**config.mk**
```make
export PLATFORM = sky130hd
export DESIGN_NAME = whtm_queue
export DESIGN_NICKNAME = d
export VERILOG_FILES = /design/src/hw/rtl/whtm_pkg.sv /design/src/hw/rtl/whtm_queue.sv
export SDC_FILE = /design/constraint.sdc
export NUM_CORES = 1
export LEC_CHECK = 0
export ABC_CLOCK_PERIOD_IN_PS = 4600
export BUFFER_PORTS_ARGS = -buffer_cell sky130_fd_sc_hd__buf_2
export CAP_MARGIN = 20
export CORE_MARGIN = 2
export CORE_UTILIZATION = 55
export DETAILED_ROUTE_END_ITERATION = 8
export MAX_ROUTING_LAYER = met4
export PLACE_DENSITY = 0.83
export SLEW_MARGIN = 10
export SYNTH_ARGS = -nofsm -noshare
export SYNTH_HDL_FRONTEND = slang
export SYNTH_SLANG_ARGS = --single-unit
```
**constraint.sdc**
```tcl
create_clock -name clk -period 4.6 [get_ports clk]
set_clock_uncertainty 0.15 [all_clocks]
set_input_delay 0.69 -clock clk [delete_from_list [all_inputs] [get_ports clk]]
set_output_delay 0.69 -clock clk [all_outputs]
set_load 0.03 [all_outputs]
```
**src/hw/rtl/whtm_pkg.sv**
```systemverilog
package whtm_pkg;

    localparam int KEY_MAX_W = 11;
    localparam int QUEUE_DEPTH = 4;
    localparam logic [39:0] ONE_SECOND = 40'd16000000000;

    localparam logic [2:0] ST_MERGED   = 3'd0;
    localparam logic [2:0] ST_INSERTED = 3'd1;
    localparam logic [2:0] ST_DROPPED  = 3'd2;
    localparam logic [2:0] ST_RANGE    = 3'd3;
    localparam logic [2:0] ST_ZERO     = 3'd4;
    localparam logic [2:0] ST_HIT      = 3'd5;
    localparam logic [2:0] ST_EMPTY    = 3'd6;

    localparam logic [1:0] REG_RESOLUTION = 2'd0;
    localparam logic [1:0] REG_THRESHOLD  = 2'd1;
    localparam logic [1:0] REG_OFFSET     = 2'd2;
    localparam logic [1:0] REG_RECIP      = 2'd3;

    typedef enum logic [1:0] {
        KIND_DIRECT,
        KIND_DEPOSIT,
        KIND_READ
    } kind_t;

    typedef struct packed {
        kind_t                 kind;
        logic [2:0]            status;
        logic [7:0]            wire_no;
        logic [KEY_MAX_W-1:0]  key;
        logic [31:0]           energy;
        logic [23:0]           length;
        logic [39:0]           hit_time;
    } item_t;

endpackage

```
**src/hw/rtl/whtm_queue.sv**
```systemverilog
module whtm_queue (
    input  logic             clk,
    input  logic             rst_n,
    input  logic             push,
    input  whtm_pkg::item_t  push_item,
    input  logic             pop,
    output whtm_pkg::item_t  head_item,
    output logic             empty,
    output logic             full
);

    localparam int PTR_W = $clog2(whtm_pkg::QUEUE_DEPTH);

    whtm_pkg::item_t     slots_reg [whtm_pkg::QUEUE_DEPTH];
    logic [PTR_W-1:0]    wr_reg;
    logic [PTR_W-1:0]    rd_reg;
    logic [PTR_W:0]      count_reg;

    assign empty     = (count_reg == '0);
    assign full      = (count_reg == (PTR_W + 1)'(whtm_pkg::QUEUE_DEPTH));
    assign head_item = slots_reg[rd_reg];

    always_ff @(posedge clk or negedge rst_n)
    begin
        if (!rst_n)
        begin
            wr_reg    <= '0;
            rd_reg    <= '0;
            count_reg <= '0;
        end
        else
        begin
            if (push)
            begin
                wr_reg <= wr_reg + PTR_W'(1);
            end
            if (pop)
            begin
                rd_reg <= rd_reg + PTR_W'(1);
            end
            if (push && !pop)
            begin
                count_reg <= count_reg + (PTR_W + 1)'(1);
            end
            else if (pop && !push)
            begin
                count_reg <= count_reg - (PTR_W + 1)'(1);
            end
        end
    end

    always_ff @(posedge clk)
    begin
        if (push)
        begin
            slots_reg[wr_reg] <= push_item;
        end
    end

endmodule

```
==> results.yml <==
status:
  outcome: "completed"
routing:
  finalWirelength_mm: 31.8
  via_per_inst: 5.74
  firstDrtPassIters: 4
  wl_per_cell_um: 22.9
  drc: 0
  vias: 7968
  drtIter0Drc: 688
  final_antenna_net_count: 0
setup_path:
  criticalPathCategory: "reg -> out"
  endpoint_kind: "output port"
  rr_worst_depth: 4
  cp.required_ns: 3.76
  cp.arrival_ns: 2.61
  crit_end: "head_item[30]"
  crit_path_start: "rd_reg[0]$_DFFE_PN0P_"
  r2r_slack_ns: 2.33
  worst_r2r_endpoint: "slots_reg[1][59]$_DFFE_PP_"
  crit_fanout: 36
  r2r-start: "wr_reg[1]$_DFFE_PN0P_"
  start_kind: "register"
grt:
  grt_max_degree: 63
  grt_pass1_wl_mm: 47.9
  grt_pass1_vias: 8437
  gr-total-overflow: 0
  antenna_found_initial: 4
  grt_util_all_layers_pct: 19.5
placed_design:
  gp_congestion: 0.727
  preCtsSetupSlack_ns: 1.62
  dp_cells: 1296
  hpwl_mm: 18.9
  port_buffers: 245
clock_tree:
  cts_tree: "built"
  htreeDepth: 2
  numCtsBuffers: 47
  cts.sinks: 487
  insertion_delay_ns: 0.52
  ctsResizeCount: 0
  root_buffer: "clkbuf_16"
  clkTransAtPathRegs_ns: 0.06
  clockBufferDepth: 3
yosys:
  synth_fp_nets: 791
  synth_fa_ha_area_share_pct: 0.464
  synth_area_per_cell_um2: 26.9
  synth-xor-area-share_pct: 0.295
  ys_ff_latch: 487
  synthTopCellsByArea: "edfxtp_1 (81%), mux4_2 (15%), dfrtp_1 (0.98%)"
  synth.distinct_cells: 22
  muxShareOfSynthArea_pct: 15.3
  yosysTopAreaCell: "edfxtp_1"
  synth-seq-area-share_pct: 82.0
  synthSimpleGateAreaFrac_pct: 0.274
  synth_top_area_share_pct: 81.0
  synth_top_family_by_area: "multiplexers"
  synth-compound-area-share_pct: 0.0281
  syn_inst: 661
  yosys_warnings: 0
  syn-cell-area_um2: 17800
pwr:
  comb_power_share_pct: 32.6
  total_leakage_power_nw: 7.18
  swShare_pct: 33.4
  internal_power_w: 0.00971
  pwr-share-seq_pct: 42.2
  vdd_drop_max_mv: 0.557
  switching_power_w: 0.00486
  powerDensity_nw_per_um2: 695
  clockPowerShare_pct: 25.2
sta:
  slew_headroom_pct: 42.9
  setup_tns_ns: 0
  setup_viol: 0
  holdWs_ns: 0.226
  post-route-period-util_pct: 74.9
  layout_setup_ws_ns: 1.15
  fmax_mhz: 290
  fin_crit_ns: 3.45
  tightest_slew_ns: 0.856
  hold_viol: 0
  slew_violations: 0
  rsz0062_at_grt: "no"
layout:
  layout-drive-gt1-share_pct: 46.6
  largest_register_ffs: 480
  area_delta_synth_final_pct: 18.0
  nNetsFinal: 1074
  final-instance-count-excl-fill: 1389
floorplanning:
  ios: 246
  die_w_um: 184
  die_area_um2: 33800
  core_region_area_um2: 31700
  die_h_um: 184
  row_count: 65
  start_util_pct: 56.1
min_path:
  min_path_type: "in -> reg"
flow_run:
  maxCapViolations: 0
==> kinds of logic after synthesis <==
kind of cell | after synthesis
compound gates | 1
xor+xnor | 6
fa+ha+maj | 6
buf+inv | 31
flops | 487
mux | 121
simple gates | 9
==> worst min path at each step <==
stage	startpoint	to	slack, ns	cells past startpoint
6_report	push_item[94]	slots_reg[1][94]$_DFFE_PP_	0.23	1
5_1_grt	push_item[26]	slots_reg[2][26]$_DFFE_PP_	0.20	1
4_1_cts	push_item[26]	slots_reg[2][26]$_DFFE_PP_	0.20	1
3_5_place_dp	count_reg[2]$_DFFE_PN0P_	count_reg[2]$_DFFE_PN0P_	0.35	1
3_3_place_gp	count_reg[2]$_DFFE_PN0P_	count_reg[2]$_DFFE_PN0P_	0.32	1
2_1_floorplan	rst_n	count_reg[0]$_DFFE_PN0P_	0.24	0
==> worst max-delay path, stage by stage, from the launching register on <==
cell	delay, ns
dfrtp_4	0.92
buf_4	0.40
mux4_2	0.55
buf_2	0.19
==> power groups by stage <==
stage / registers [W] / clock network, W / logic [W]
floorplan: 0.00611 / 0 / 0.00377
global placement: 0.00619 / 0 / 0.00479
detailed placement: 0.00625 / 0 / 0.00481
CTS: 0.00617 / 0.00374 / 0.00483
global route: 0.00623 / 0.00393 / 0.00502
finish: 0.00615 / 0.00367 / 0.00476
==> Yosys cell counts <==
library cell  number
and2_1             4
buf_1              2
buf_12             8
buf_2             10
buf_4              4
buf_6              1
buf_8              1
clkbuf_1           1
dfrtp_1            7
edfxtp_1         480
fa_1               1
ha_1               5
inv_1              4
mux2_2             1
mux4_2           120
nand2_1            2
nor2_1             1
nor3_1             1
nor3b_1            1
o21ai_0            1
xnor2_1            2
xor2_1             4
==> metal layers <==
| layer | global-route usage, % | vias up | wire length (um) |
|---|---|---|---|
| met2 | 30.7 | 315 | 15900 |
| met4 | 5.47 | 0 | 670 |
| met5 | - | - | 0 |
| met3 | 5.05 | 56 | 2650 |
| li1 | - | 3439 | - |
| met1 | 25.7 | 4158 | 12600 |
==> final cells by class <==
cell class | instances | area [um^2]
tap | 402 | 503
inverter | 4 | 15.0
clock buffer | 58 | 1290
antenna | 5 | 12.5
sequential | 487 | 14600
timing repair buffer | 261 | 1440
multi-input combinational | 143 | 2910
clock inverter | 29 | 219
fill | 1958 | 10700
==> cells in the final DEF, fill, tap and decap left out, drive strengths merged <==
cell type	netlist	final
clkinv	0	23
dfrtp	7	7
nand2	2	2
bufinv	0	3
o21ai	1	1
diode	0	5
dlygate4sd3	0	1
buf	26	260
nor3b	1	1
xnor2	2	2
clkinvlp	0	3
mux4	120	120
fa	1	1
xor2	4	4
nor2	1	1
edfxtp	480	480
mux2	1	1
ha	5	5
clkbuf	1	58
and2	4	4
nor3	1	1
inv	4	4
==> repair_timing <==
action / in CTS / in global routing
setup endpoints to repair: 0 / 0
endpoints found under the hold margin: 7 / 0
hold buffers: 1 / 0
buffers inserted: 0 / 0
==> stage by stage <==
stage                     utilization [%]  total power, W  area (um^2)
after floorplan                         -         0.00987        17800
after global placement               61.3          0.0110        19500
after detailed placement             61.3          0.0111        19500
after CTS                            66.1          0.0147        21000
after global routing                 66.2          0.0152        21000
final                                66.2          0.0146        21000
No activity file was read; power rests on OpenSTA's default activity.
